==> src/hdl/ppmd_pkg.sv <==
// Shared types and constants for the PPM stream decoder.
// No dependencies.
package ppmd_pkg;

    localparam int DIM_BITS  = 12;
    localparam int CNT_BITS  = 2 * DIM_BITS;
    localparam int QDEPTH    = 2;
    localparam int QAW       = $clog2(QDEPTH);

    localparam logic [15:0] ACC_MAX = 16'hFFFF;
    localparam logic [DIM_BITS-1:0] DIM_MAX = {DIM_BITS{1'b1}};
    localparam logic [7:0] CH_ZERO  = 8'd48;
    localparam logic [7:0] CH_NINE  = 8'd57;
    localparam logic [7:0] CH_P     = 8'd80;
    localparam logic [7:0] CH_THREE = 8'd51;
    localparam logic [7:0] CH_SIX   = 8'd54;
    localparam logic [7:0] SAMP_MAX = 8'd255;

    localparam logic [1:0] CHAN_RED   = 2'd0;
    localparam logic [1:0] CHAN_GREEN = 2'd1;
    localparam logic [1:0] CHAN_BLUE  = 2'd2;

    typedef enum logic [6:0] {
        PH_MAGIC1 = 7'b0000001,
        PH_MAGIC2 = 7'b0000010,
        PH_WIDTH  = 7'b0000100,
        PH_HEIGHT = 7'b0001000,
        PH_MAXVAL = 7'b0010000,
        PH_PIXELS = 7'b0100000,
        PH_DONE   = 7'b1000000
    } t_phase;

    typedef struct packed {
        logic [15:0] value;
        logic [15:0] maxval;
        logic [1:0]  chan;
        logic        final_px;
        logic        ascii;
    } t_sample;

endpackage

==> src/hdl/ppmd_front.sv <==
// Header parser and sample classifier of the PPM stream decoder.
// Depends on ppmd_pkg.
module ppmd_front import ppmd_pkg::*; (
    input  logic          i_clk,
    input  logic          i_rst_n,
    input  logic          i_valid,
    output logic          o_ready,
    input  logic [7:0]    i_file_byte,
    input  logic          i_start_of_file,
    input  logic          i_q_full,
    output logic          o_push,
    output t_sample       o_sample
);

    t_phase                r_phase, n_phase;
    logic                  r_ascii, n_ascii;
    logic [DIM_BITS-1:0]   r_width, n_width;
    logic [DIM_BITS-1:0]   r_height, n_height;
    logic [15:0]           r_max, n_max;
    logic [15:0]           r_acc, n_acc;
    logic                  r_digits, n_digits;
    logic [1:0]            r_chan, n_chan;
    logic [CNT_BITS-1:0]   r_remain, n_remain;

    t_phase                c_phase;
    logic                  c_digits;
    logic [15:0]           c_acc;
    logic [1:0]            c_chan;
    logic                  take;
    logic                  is_dig;
    logic [19:0]           prod;
    logic [15:0]           num_next;
    logic [DIM_BITS-1:0]   dim_val;
    logic                  push;
    logic [15:0]           push_val;
    logic                  last_px;

    assign o_ready = !i_q_full;
    assign take    = i_valid && !i_q_full;
    assign is_dig  = (i_file_byte >= CH_ZERO) && (i_file_byte <= CH_NINE);

    always_comb begin
        c_phase  = i_start_of_file ? PH_MAGIC1 : r_phase;
        c_digits = i_start_of_file ? 1'b0 : r_digits;
        c_acc    = i_start_of_file ? 16'd0 : r_acc;
        c_chan   = i_start_of_file ? CHAN_RED : r_chan;
        prod     = {1'b0, c_acc, 3'b000} + {3'b000, c_acc, 1'b0}
                 + {12'd0, i_file_byte - CH_ZERO};
        num_next = (prod > {4'd0, ACC_MAX}) ? ACC_MAX : prod[15:0];
        dim_val  = ({1'b0, c_acc} > {{(17-DIM_BITS){1'b0}}, DIM_MAX})
                 ? DIM_MAX : c_acc[DIM_BITS-1:0];
        last_px  = (c_chan == CHAN_BLUE) && (r_remain == CNT_BITS'(1));
    end

    always_comb begin
        n_phase  = c_phase;
        n_ascii  = i_start_of_file ? 1'b0 : r_ascii;
        n_width  = i_start_of_file ? '0 : r_width;
        n_height = i_start_of_file ? '0 : r_height;
        n_max    = i_start_of_file ? '0 : r_max;
        n_acc    = c_acc;
        n_digits = c_digits;
        n_chan   = c_chan;
        n_remain = r_remain;
        push     = 1'b0;
        push_val = c_acc;
        unique case (c_phase)
            PH_MAGIC1: begin
                n_phase = (i_file_byte == CH_P) ? PH_MAGIC2 : PH_DONE;
            end
            PH_MAGIC2: begin
                if (i_file_byte == CH_THREE) begin
                    n_ascii = 1'b1;
                    n_phase = PH_WIDTH;
                end else if (i_file_byte == CH_SIX) begin
                    n_ascii = 1'b0;
                    n_phase = PH_WIDTH;
                end else begin
                    n_phase = PH_DONE;
                end
            end
            PH_WIDTH, PH_HEIGHT, PH_MAXVAL: begin
                if (is_dig) begin
                    n_acc    = num_next;
                    n_digits = 1'b1;
                end else if (c_digits) begin
                    n_acc    = '0;
                    n_digits = 1'b0;
                    if (c_phase == PH_WIDTH) begin
                        n_width = dim_val;
                        n_phase = PH_HEIGHT;
                    end else if (c_phase == PH_HEIGHT) begin
                        n_height = dim_val;
                        n_phase  = PH_MAXVAL;
                    end else begin
                        n_max    = c_acc;
                        n_remain = {{DIM_BITS{1'b0}}, r_width}
                                 * {{DIM_BITS{1'b0}}, r_height};
                        if (c_acc == 16'd0 || r_width == '0 || r_height == '0
                            || (!r_ascii && c_acc > 16'd255))
                            n_phase = PH_DONE;
                        else
                            n_phase = PH_PIXELS;
                    end
                end
            end
            PH_PIXELS: begin
                if (!r_ascii) begin
                    push     = 1'b1;
                    push_val = {8'd0, i_file_byte};
                end else if (is_dig) begin
                    n_acc    = num_next;
                    n_digits = 1'b1;
                end else if (c_digits) begin
                    push     = 1'b1;
                    n_acc    = '0;
                    n_digits = 1'b0;
                end
                if (push) begin
                    if (c_chan == CHAN_BLUE) begin
                        n_chan   = CHAN_RED;
                        n_remain = r_remain - CNT_BITS'(1);
                        if (last_px)
                            n_phase = PH_DONE;
                    end else begin
                        n_chan = c_chan + 2'd1;
                    end
                end
            end
            PH_DONE: begin
            end
            default: begin
                n_phase = PH_DONE;
            end
        endcase
    end

    assign o_push            = take && push;
    assign o_sample.value    = push_val;
    assign o_sample.maxval   = r_max;
    assign o_sample.chan     = c_chan;
    assign o_sample.final_px = last_px;
    assign o_sample.ascii    = r_ascii;

    always_ff @(posedge i_clk) begin
        if (!i_rst_n) begin
            r_phase  <= PH_MAGIC1;
            r_ascii  <= 1'b0;
            r_width  <= '0;
            r_height <= '0;
            r_max    <= '0;
            r_acc    <= '0;
            r_digits <= 1'b0;
            r_chan   <= CHAN_RED;
            r_remain <= '0;
        end else if (take) begin
            r_phase  <= n_phase;
            r_ascii  <= n_ascii;
            r_width  <= n_width;
            r_height <= n_height;
            r_max    <= n_max;
            r_acc    <= n_acc;
            r_digits <= n_digits;
            r_chan   <= n_chan;
            r_remain <= n_remain;
        end
    end

endmodule

==> src/hdl/ppmd_fifo.sv <==
// Two-entry sample queue between parser and scaler.
// Depends on ppmd_pkg.
module ppmd_fifo import ppmd_pkg::*; (
    input  logic     i_clk,
    input  logic     i_rst_n,
    input  logic     i_push,
    input  t_sample  i_data,
    output logic     o_full,
    input  logic     i_pop,
    output logic     o_avail,
    output t_sample  o_data
);

    t_sample            r_mem [QDEPTH];
    logic [QAW-1:0]     r_wp, r_rp;
    logic [QAW:0]       r_cnt, n_cnt;

    assign o_full  = (r_cnt == (QAW+1)'(QDEPTH));
    assign o_avail = (r_cnt != '0);
    assign o_data  = r_mem[r_rp];

    always_comb begin
        n_cnt = r_cnt;
        if (i_push && !i_pop)
            n_cnt = r_cnt + (QAW+1)'(1);
        else if (!i_push && i_pop)
            n_cnt = r_cnt - (QAW+1)'(1);
    end

    always_ff @(posedge i_clk) begin
        if (!i_rst_n) begin
            r_wp  <= '0;
            r_rp  <= '0;
            r_cnt <= '0;
        end else begin
            r_cnt <= n_cnt;
            if (i_push)
                r_wp <= r_wp + QAW'(1);
            if (i_pop)
                r_rp <= r_rp + QAW'(1);
        end
    end

    always_ff @(posedge i_clk) begin
        if (i_push)
            r_mem[r_wp] <= i_data;
    end

endmodule

==> src/hdl/ppmd_back.sv <==
// Sample scaler (serial divide) and pixel assembly with output register.
// Depends on ppmd_pkg.
module ppmd_back import ppmd_pkg::*; (
    input  logic        i_clk,
    input  logic        i_rst_n,
    input  logic        i_avail,
    input  t_sample     i_sample,
    output logic        o_pop,
    output logic        o_valid,
    input  logic        i_ready,
    output logic [7:0]  o_red,
    output logic [7:0]  o_green,
    output logic [7:0]  o_blue,
    output logic        o_final_pixel,
    output logic        o_ascii_format
);

    logic          r_busy, r_fin;
    logic [2:0]    r_step;
    logic [23:0]   r_rem, r_dsh;
    logic [7:0]    r_q;
    logic          r_sat;
    logic [1:0]    r_chan;
    logic          r_final, r_ascii;
    logic [7:0]    r_hr, r_hg;
    logic          r_ov;
    logic [7:0]    r_r, r_g, r_b;
    logic          r_f, r_a;

    logic          out_free, deliver;
    logic [7:0]    scaled;

    assign o_pop    = !r_busy && i_avail;
    assign out_free = !r_ov || i_ready;
    assign deliver  = r_busy && r_fin && (r_chan != CHAN_BLUE || out_free);
    assign scaled   = r_sat ? SAMP_MAX : r_q;

    always_ff @(posedge i_clk) begin
        if (!i_rst_n) begin
            r_busy <= 1'b0;
            r_fin  <= 1'b0;
            r_ov   <= 1'b0;
        end else begin
            if (deliver && r_chan == CHAN_BLUE)
                r_ov <= 1'b1;
            else if (i_ready)
                r_ov <= 1'b0;
            if (o_pop) begin
                r_busy <= 1'b1;
                r_fin  <= 1'b0;
            end else if (r_busy && !r_fin) begin
                if (r_step == 3'd0)
                    r_fin <= 1'b1;
            end else if (deliver) begin
                r_busy <= 1'b0;
            end
        end
    end

    always_ff @(posedge i_clk) begin
        if (o_pop) begin
            r_rem   <= {i_sample.value, 8'd0} - {8'd0, i_sample.value};
            r_dsh   <= {1'b0, i_sample.maxval, 7'd0};
            r_sat   <= (i_sample.value >= i_sample.maxval);
            r_q     <= '0;
            r_step  <= 3'd7;
            r_chan  <= i_sample.chan;
            r_final <= i_sample.final_px;
            r_ascii <= i_sample.ascii;
        end else if (r_busy && !r_fin) begin
            if (r_rem >= r_dsh) begin
                r_rem        <= r_rem - r_dsh;
                r_q[r_step]  <= 1'b1;
            end
            r_dsh  <= {1'b0, r_dsh[23:1]};
            r_step <= r_step - 3'd1;
        end
        if (deliver) begin
            unique case (r_chan)
                CHAN_RED:   r_hr <= scaled;
                CHAN_GREEN: r_hg <= scaled;
                default: begin
                    r_r <= r_hr;
                    r_g <= r_hg;
                    r_b <= scaled;
                    r_f <= r_final;
                    r_a <= r_ascii;
                end
            endcase
        end
    end

    assign o_valid        = r_ov;
    assign o_red          = r_r;
    assign o_green        = r_g;
    assign o_blue         = r_b;
    assign o_final_pixel  = r_f;
    assign o_ascii_format = r_a;

endmodule

==> src/hdl/ppm_image_stream_decoder_top.sv <==
// PPM (P3/P6) stream decoder: one input byte per transfer, one RGB pixel out per triple.
// Each sample holds the scaler through dequeue, 8 divide steps and deliver, so it
// takes no new sample until the last one is delivered. Two-entry queue between.
// Synchronous active-low reset returns to expecting the first magic byte.
module ppm_image_stream_decoder_top import ppmd_pkg::*; (
    input  logic        i_clk,
    input  logic        i_rst_n,
    input  logic        i_valid,
    output logic        o_ready,
    input  logic [7:0]  i_file_byte,
    input  logic        i_start_of_file,
    output logic        o_valid,
    input  logic        i_ready,
    output logic [7:0]  o_red,
    output logic [7:0]  o_green,
    output logic [7:0]  o_blue,
    output logic        o_final_pixel,
    output logic        o_ascii_format
);

    logic     q_full, q_push, q_pop, q_avail;
    t_sample  q_in, q_out;

    ppmd_front u_front (
        .i_clk           (i_clk),
        .i_rst_n         (i_rst_n),
        .i_valid         (i_valid),
        .o_ready         (o_ready),
        .i_file_byte     (i_file_byte),
        .i_start_of_file (i_start_of_file),
        .i_q_full        (q_full),
        .o_push          (q_push),
        .o_sample        (q_in)
    );

    ppmd_fifo u_fifo (
        .i_clk   (i_clk),
        .i_rst_n (i_rst_n),
        .i_push  (q_push),
        .i_data  (q_in),
        .o_full  (q_full),
        .i_pop   (q_pop),
        .o_avail (q_avail),
        .o_data  (q_out)
    );

    ppmd_back u_back (
        .i_clk          (i_clk),
        .i_rst_n        (i_rst_n),
        .i_avail        (q_avail),
        .i_sample       (q_out),
        .o_pop          (q_pop),
        .o_valid        (o_valid),
        .i_ready        (i_ready),
        .o_red          (o_red),
        .o_green        (o_green),
        .o_blue         (o_blue),
        .o_final_pixel  (o_final_pixel),
        .o_ascii_format (o_ascii_format)
    );

    a_no_overflow: assert property (@(posedge i_clk) disable iff (!i_rst_n)
        q_push |-> !q_full)
        else $error("queue push while full");

    a_pop_has_data: assert property (@(posedge i_clk) disable iff (!i_rst_n)
        q_pop |-> q_avail)
        else $error("queue pop while empty");

    a_ready_tracks_queue: assert property (@(posedge i_clk) disable iff (!i_rst_n)
        q_full |-> !o_ready)
        else $error("input ready while queue full");

endmodule

==> config.mk <==
export PLATFORM = sky130hd
export DESIGN_NAME = ppm_image_stream_decoder_top
export DESIGN_NICKNAME = d
export VERILOG_FILES = /design/src/hdl/ppmd_pkg.sv /design/src/hdl/ppmd_front.sv /design/src/hdl/ppmd_fifo.sv /design/src/hdl/ppmd_back.sv /design/src/hdl/ppm_image_stream_decoder_top.sv
export SDC_FILE = /design/constraint.sdc
export NUM_CORES = 1
export LEC_CHECK = 0
export BUFFER_PORTS_ARGS = -buffer_cell sky130_fd_sc_hd__buf_2
export CAP_MARGIN = 10
export CORE_ASPECT_RATIO = 1.4
export CORE_MARGIN = 5
export CORE_UTILIZATION = 64
export DETAILED_ROUTE_END_ITERATION = 6
export GPL_TIMING_DRIVEN = 1
export PLACE_DENSITY = 0.81
export RECOVER_POWER = 50
export SLEW_MARGIN = 40
export SYNTH_ARGS = -nofsm -noshare
export SYNTH_HDL_FRONTEND = slang
export SYNTH_SLANG_ARGS = --single-unit
==> constraint.sdc <==
create_clock -name i_clk -period 7.5 [get_ports i_clk]
set_input_delay 0.375 -clock i_clk [delete_from_list [all_inputs] [get_ports i_clk]]
set_output_delay 0.375 -clock i_clk [all_outputs]
set_load 0.02 [all_outputs]
# Word-level counts from Yosys, hierarchy flattened
# Memories as Yosys holds them, arrays and structs flattened. A register that Yosys moved wholly into a read port is not among the register bits.
# Index checks and enable logic that the tools add are counted.
# W data, S select, Z words.
dict set report word_totals {
  mem_bits_rw 72
  mem_count 1
  ff_bits 203
  latchBits 0
  rom_bits 0
  elab_cells 210
  in_bits 13
}
dict set report op_classes {
  order_cmp 9
  n_addsub 12
  eq_ne 23
  n_div 0
  reduce_logical 48
  bitwise 3
  mux 82
  n_shift 0
  multipliers 1
}
# name words width rd rd_clocked_by_memory_dff wr line
set memory_table {}
lappend memory_table {u_fifo.r_mem 2 36 1 1 1 ppmd_fifo.sv:14} ;# t_sample r_mem [QDEPTH];
# operator n
set ops {}
lappend ops {{$mux W24} 9}
lappend ops {{$mux W16} 13}
lappend ops {{$mux W12} 12}
lappend ops {{$mux W7} 12}
lappend ops {{$pmux W24 S2} 1}
lappend ops {{$mux W23} 2}
lappend ops {{$pmux W7 S5} 1}
lappend ops {{$pmux W16 S2} 1}
lappend ops {{$eq A24 B1 Y1 const B} 1}
lappend ops {{$ge A24 B23 Y1} 1}
lappend ops {{$logic_not A12 Y1} 2}
lappend ops {{$mul A12 B12 Y24} 1}
lappend ops {{$sub A24 B1 Y24 const B} 1}
lappend ops {{$sub A24 B16 Y24} 1}
lappend ops {{$sub A24 B23 Y24} 1}
lappend ops {{$mux W1} 22}
lappend ops {{$add A19 B17 Y20} 1}
lappend ops {{$add A20 B8 Y20} 1}
lappend ops {{$gt A20 B16 Y1 const B} 1}
lappend ops {{$eq A8 B6 Y1 const B} 2}
lappend ops {{$ge A16 B16 Y1} 1}
lappend ops {{$gt A16 B12 Y1 const B} 1}
lappend ops {{$gt A16 B8 Y1 const B} 1}
lappend ops {{$logic_not A16 Y1} 1}
lappend ops {{37 further kinds} 88}

# Depth between registers and ports, before layout
dict set report depth {
  depth_word 11
  ltp_mapped 21
}

# Cells and area by module
# From an unflattened synthesis, not the netlist that was laid out.
dict set report hier_totals {
  cells_unflattened 2075
  area_unflattened_um2 19895.3
}
# mod cells_each area_per_inst_um2 n_inst seq_area_each_um2
set by_module_without_submodules {}
lappend by_module_without_submodules {ppmd_front 1340 10740.3 1 1821.7}
lappend by_module_without_submodules {ppmd_back 601 6327.3 1 3032.9}
lappend by_module_without_submodules {ppmd_fifo 134 2827.7 1 2262.2}

# Least setup slack after synthesis
# OpenSTA, ideal clock, no wires.
dict set report synth_timing {
  path_type {flip-flop to flip-flop}
  startpoint {register u_front.r_height[5]}
  endpoint {register u_front.r_remain[23]}
  required_time_ns 7.370
  path_buffers 1
  period_less_slack_ns 5.364
  path_slack_ns 2.136
  stages_incl_launch_ff 19
  setup_time_ns 0.130
  arrival_ns 5.233
  path_cell_list {dfxtp_1 clkbuf_1 nand2_1 fa_1 inv_1 fa_1 fa_1 inv_1 fa_1 inv_1 fa_1 ha_1 a2111oi_0 nand2_1 a221o_1 a211o_1 a311oi_2 xnor2_1 o22ai_1}
}
dict set report synth_between {
  elab_chain_cells 6
}
# element line
set synth_rtl {}
lappend synth_rtl {{from (decl)} ppmd_front.sv:18} ;# logic [DIM_BITS-1:0] r_height, n_height;
lappend synth_rtl {{from (signal assigned)} ppmd_front.sv:160} ;# r_height <= n_height;
lappend synth_rtl {{$mul A12 B12 Y24} ppmd_front.sv:98} ;# * {{DIM_BITS{1'b0}}, r_height};
lappend synth_rtl {{$mux W24} ppmd_front.sv:92} ;# end else if (c_phase == PH_HEIGHT) begin
lappend synth_rtl {{$mux W24} ppmd_front.sv:89} ;# if (c_phase == PH_WIDTH) begin
lappend synth_rtl {{$mux W24} ppmd_front.sv:86} ;# end else if (c_digits) begin
lappend synth_rtl {{$mux W24} ppmd_front.sv:83} ;# if (is_dig) begin
lappend synth_rtl {{$pmux W24 S2} ppmd_front.sv:67} ;# unique case (c_phase)
lappend synth_rtl {{to (signal assigned)} ppmd_front.sv:165} ;# r_remain <= n_remain;
lappend synth_rtl {{to (decl)} ppmd_front.sv:23} ;# logic [CNT_BITS-1:0] r_remain, n_remain;
# Every way passes these cells. The select of a mux whose other input is x is not followed.
# A chain may end at the register's enable or synchronous reset.

# Worst setup path after layout
dict set report layout_timing {
  startpoint {register u_front.r_width[5]}
  endpoint {register u_front.r_remain[23]}
}
dict set report layout_between {
  elab_chain_cells 6
}
# element line
set layout_rtl {}
lappend layout_rtl {{from (decl)} ppmd_front.sv:17} ;# logic [DIM_BITS-1:0] r_width, n_width;
lappend layout_rtl {{from (signal assigned)} ppmd_front.sv:159} ;# r_width <= n_width;
lappend layout_rtl {{$mul A12 B12 Y24} ppmd_front.sv:98}
lappend layout_rtl {{$mux W24} ppmd_front.sv:92}
lappend layout_rtl {{$mux W24} ppmd_front.sv:89}
lappend layout_rtl {{$mux W24} ppmd_front.sv:86}
lappend layout_rtl {{$mux W24} ppmd_front.sv:83}
lappend layout_rtl {{$pmux W24 S2} ppmd_front.sv:67}
# Every way passes these cells. The select of a mux whose other input is x is not followed.

==> summary.md <==
- 34.2% — switching part of the total
- 6.26 — vias per cell
- 0 — final hold violation count
- -86.2% — Slew HR
- 0 — total of cells resized after clock tree synthesis
- 9.46 um^2 — Syn Area/Cell
- 2790 ps — Worst Max-Slew Pin Slew
- 27.8% — Tot GR Track Use
- 159 — number of enable-type register cells in the synthesized netlist
- 56 — maximum number of pins on one net before global-route repair
- 3 — Hold Path Stages
- 70 ps — clock-pin slew on the worst setup and hold paths
- 77.5% — Period Utilization, post-route
- 5.80% — fraction of final layout cells sized beyond drive strength 1
- 0 — DRC Markers
- 0% — post-synthesis async set-or-reset flop share
- 2386 — DP Cell Count
- 28 — TritonCTS Buffers
- 1 — H-tree depth
- register to register — critical path class
- 7830 ps — Required @ worst endpoint
- 46900 um — post-detailed-routing wire length
- 36.9% — sequential-to-total area share from yosys stat
- 0 — post-CTS setup buffer count
- 0 — count of nets left with antenna violations after detail routing
- finished with violations — run status
- 38.4% — proportion of power drawn by flip-flops and latches
- 0 — global route total overflow
- 8.44 nW — leak pwr
- 29800 um^2 — core area
- 2438 — Finished Layout Cells
- 0.209 mV — peak supply drop
- done — clock tree from TritonCTS
- 20600 um^2 — Final Instance Area
- 0.922 — final weighted congestion in routability-driven placement
- 19.2 um — drt wl/cell
- 0 — total setup violations reported at the end of the flow
- 2302 — Mapped Nets
- 276 — clock sink count
- 40 — port buffer count
- 0 — count of antenna diodes in the layout
- 19300 um^2 — combined area of all synthesized cells
- primary input to register — path category of the worst min-delay check
- 0 — hold-fix buffers at CTS
- 28.7% — clock power share
- 3.38 mW — P_int
- 0 — number of antenna violations at the first check in global routing
- 32.9% — combinational fraction of design power
- 2295 — Nets
- 0 — Syn. warnings
- 0 ps — total negative slack for setup checks
- 6 — Maximum Capacitance Violations
- 3 — Max Buffers Root-to-Sink
- 172 MHz — Max Clk Rate
- 76700 um — global-route wire length before repair
- 215 um — height of the die
- 86 — unique cell type count in the Yosys netlist
- 1.76 mW — power dissipated by switching net loads
- 6 — drt pass-1 iters
- 14 — biggest fanout along the worst timing path
- 6150 ps — arrival time of data at the critical path endpoint
- 34000 um — final HPWL from detailed placement
- 41 — num ports
- 2038 — number of instances in the synthesized netlist
- 5820 ps — time the final worst path needs with I/O delays and setup
- 249 nW/um^2 — cell area power density
- 15254 — total vias in the final route
- sky130_fd_sc_hd__edfxtp_1 — most used flip-flop cell after synthesis
- 33700 um^2 — DIE AREA
- 570 ps — clk_lat worst skew
- register — kind of capture point of the worst setup path
- max-capacitance violations, max-slew violations — violated checks
- 22.2 ps — post-route clock skew
- 261 — number of max-slew violations in the final report
- 15508 — vias in the first global route
- 7.15% — Area growth, synth to finish
- register — startpoint class of the critical path
- sky130_fd_sc_hd__clkbuf_16 — CTS Root Buffer Type
- 19700 um^2 — Post-DP Area
- 64.6% — initial core utilization
- 75 — FP Rows
- 157 um — Die Wd
- 17 — Worst R2R Path Depth
- 1173 — number of violations reported at the end of detailed-routing iteration 0
- false — RSZ-0062 raised after global routing
- 276 — FF+latch count, synth
[power groups by stage]
stage	logic (mW)	clock network [mW]	registers [mW]
after floorplan	1.28	0	1.98
after global placement	1.56	0	1.99
after detailed placement	1.63	0	2.00
after CTS	1.66	1.49	1.97
after global routing	1.87	1.55	1.98
final	1.69	1.47	1.97
[state kept, by name, indices dropped and copies added (netlist names), 2 cells and up, named ones only]
name,flops
u_back.r_hr,8
u_front.r_acc,16
u_front.r_max,16
u_back.r_rem,24
u_front.r_height,12
u_front.r_phase,7
u_back.r_chan,2
u_back.o_blue,8
u_back.o_green,8
u_front.r_width,12
u_front.r_remain,24
u_back.r_dsh,23
u_back.r_step,3
u_back.r_q,8
u_front.r_chan,2
u_back.r_hg,8
u_fifo.r_cnt,2
u_back.o_red,8
u_fifo.r_mem,72
[cells in the mapped netlist, types with 13 or more instances]
master	count	area share [%]
sky130_fd_sc_hd__ha_1	144	9.3
sky130_fd_sc_hd__and2_1	51	1.7
sky130_fd_sc_hd__dfxtp_1	117	12
sky130_fd_sc_hd__mux2i_1	31	1.6
sky130_fd_sc_hd__clkbuf_1	73	1.4
sky130_fd_sc_hd__a21oi_1	131	3.4
sky130_fd_sc_hd__a211oi_1	20	0.78
sky130_fd_sc_hd__nor3_1	38	0.99
sky130_fd_sc_hd__xor2_1	26	1.2
sky130_fd_sc_hd__nand3_1	41	1.1
sky130_fd_sc_hd__o21ai_0	130	3.4
sky130_fd_sc_hd__nor2_1	131	2.6
sky130_fd_sc_hd__fa_1	107	11
sky130_fd_sc_hd__a31oi_1	19	0.62
sky130_fd_sc_hd__nand2b_1	32	1.0
sky130_fd_sc_hd__nor2b_1	13	0.42
sky130_fd_sc_hd__inv_1	205	4.0
sky130_fd_sc_hd__a21o_1	24	0.93
sky130_fd_sc_hd__a22oi_1	34	1.3
sky130_fd_sc_hd__and3_1	13	0.42
sky130_fd_sc_hd__o31ai_1	13	0.51
sky130_fd_sc_hd__nand2_1	215	4.2
sky130_fd_sc_hd__or3_1	14	0.45
sky130_fd_sc_hd__nor4_1	20	0.65
sky130_fd_sc_hd__edfxtp_1	159	25
sky130_fd_sc_hd__xnor2_1	40	1.8
sky130_fd_sc_hd__o22ai_1	21	0.68
[through the flow]
stage / hold slack (ps) / util (%) / power (mW) / worst slack, ps
after detailed placement: 405 / 66.2 / 3.63 / 1840
after CTS: 158 / 69.5 / 5.12 / 1820
after global placement: 402 / 66.0 / 3.55 / 1900
after floorplan: 400 / - / 3.27 / 2140
final: 176 / 69.2 / 5.13 / 1680
after global routing: 204 / 69.2 / 5.41 / 1300
[path summary, 6_finish.rpt]
check,startpoint,slack [ps],end
setup / recovery,u_front.r_width[5]$_SDFFE_PN0P_,1680,u_front.r_remain[23]$_SDFFE_PN0P_
hold reg to reg,u_back.r_hr[4]$_DFFE_PP_,420,u_back.o_red[4]$_DFFE_PP_
setup reg to reg,u_front.r_width[5]$_SDFFE_PN0P_,1680,u_front.r_remain[23]$_SDFFE_PN0P_
hold / removal,i_file_byte[0],180,u_front.r_ascii$_SDFFE_PN0P_
[layout by cell type (no fill, tap or decap), types with 6 or more instances in the layout]
cell,instances
sky130_fd_sc_hd__nand2_1,215
sky130_fd_sc_hd__inv_1,206
sky130_fd_sc_hd__edfxtp_1,159
sky130_fd_sc_hd__ha_1,144
sky130_fd_sc_hd__a21oi_1,131
sky130_fd_sc_hd__nor2_1,131
sky130_fd_sc_hd__o21ai_0,129
sky130_fd_sc_hd__dfxtp_1,117
sky130_fd_sc_hd__fa_1,107
sky130_fd_sc_hd__and2_1,50
sky130_fd_sc_hd__nand3_1,41
sky130_fd_sc_hd__xnor2_1,40
sky130_fd_sc_hd__clkbuf_1,37
sky130_fd_sc_hd__nor3_1,36
sky130_fd_sc_hd__a22oi_1,34
sky130_fd_sc_hd__nand2b_1,32
sky130_fd_sc_hd__mux2i_1,31
sky130_fd_sc_hd__clkbuf_16,31
sky130_fd_sc_hd__xor2_1,26
sky130_fd_sc_hd__a21o_1,24
sky130_fd_sc_hd__o22ai_1,21
sky130_fd_sc_hd__nor4_1,20
sky130_fd_sc_hd__a211oi_1,20
sky130_fd_sc_hd__a31oi_1,19
sky130_fd_sc_hd__or3_1,14
sky130_fd_sc_hd__and3_1,13
sky130_fd_sc_hd__o31ai_1,13
sky130_fd_sc_hd__nor2b_1,12
sky130_fd_sc_hd__nand4_1,12
sky130_fd_sc_hd__o21a_1,12
sky130_fd_sc_hd__buf_2,11
sky130_fd_sc_hd__or2_2,9
sky130_fd_sc_hd__mux2_2,9
sky130_fd_sc_hd__buf_4,9
sky130_fd_sc_hd__a211o_1,7
sky130_fd_sc_hd__nor3b_1,6
sky130_fd_sc_hd__nand3b_1,6
sky130_fd_sc_hd__nor3_2,6
sky130_fd_sc_hd__o211ai_1,6
[worst max-delay path, cell delays in order (launching register included)]
cell and delay (ps):
sky130_fd_sc_hd__dfxtp_1 680, sky130_fd_sc_hd__nand2_1 160, sky130_fd_sc_hd__fa_1 540, sky130_fd_sc_hd__inv_1 60, sky130_fd_sc_hd__fa_1 430, sky130_fd_sc_hd__fa_1 560
sky130_fd_sc_hd__inv_1 50, sky130_fd_sc_hd__fa_1 470, sky130_fd_sc_hd__inv_1 50, sky130_fd_sc_hd__fa_1 470, sky130_fd_sc_hd__ha_1 360, sky130_fd_sc_hd__a2111oi_0 370
sky130_fd_sc_hd__nand2_1 130, sky130_fd_sc_hd__a221o_1 400, sky130_fd_sc_hd__a211o_1 330, sky130_fd_sc_hd__a311oi_2 280, sky130_fd_sc_hd__xnor2_1 150, sky130_fd_sc_hd__o22ai_1 90
[cell families after synthesis]
logic type                 count (synthesis)  share of synthesized area, %
adders and majority gates                251                          20.5
muxes                                     40                          2.14
AOI/OAI and AO/OA                        480                          15.6
and+or+nand+nor                          626                          15.8
buffers and inverters                    299                          5.97
DFF                                      276                          36.9
xor gates and xnor gates                  66                          3.00
[layout make-up]
type                    count  area (um^2)
well taps                 385          482
repair buffers             55          254
multi-input cells        1463        11000
fillers                  2279         9190
inverters                 207          777
flip-flops and latches    276         7120
clock buffers              34          797
clock inverters            18          184
[per-layer routing]
metal,vias to the layer above,global-route usage [%],part of all wire [%]
met1,7383,32.6,38
met4,0,14.5,5.6
met2,585,49.2,51
met3,153,3.52,6.0
li1,7133,-,-
met5,-,0,0
Power figures use the tool's default switching activity.
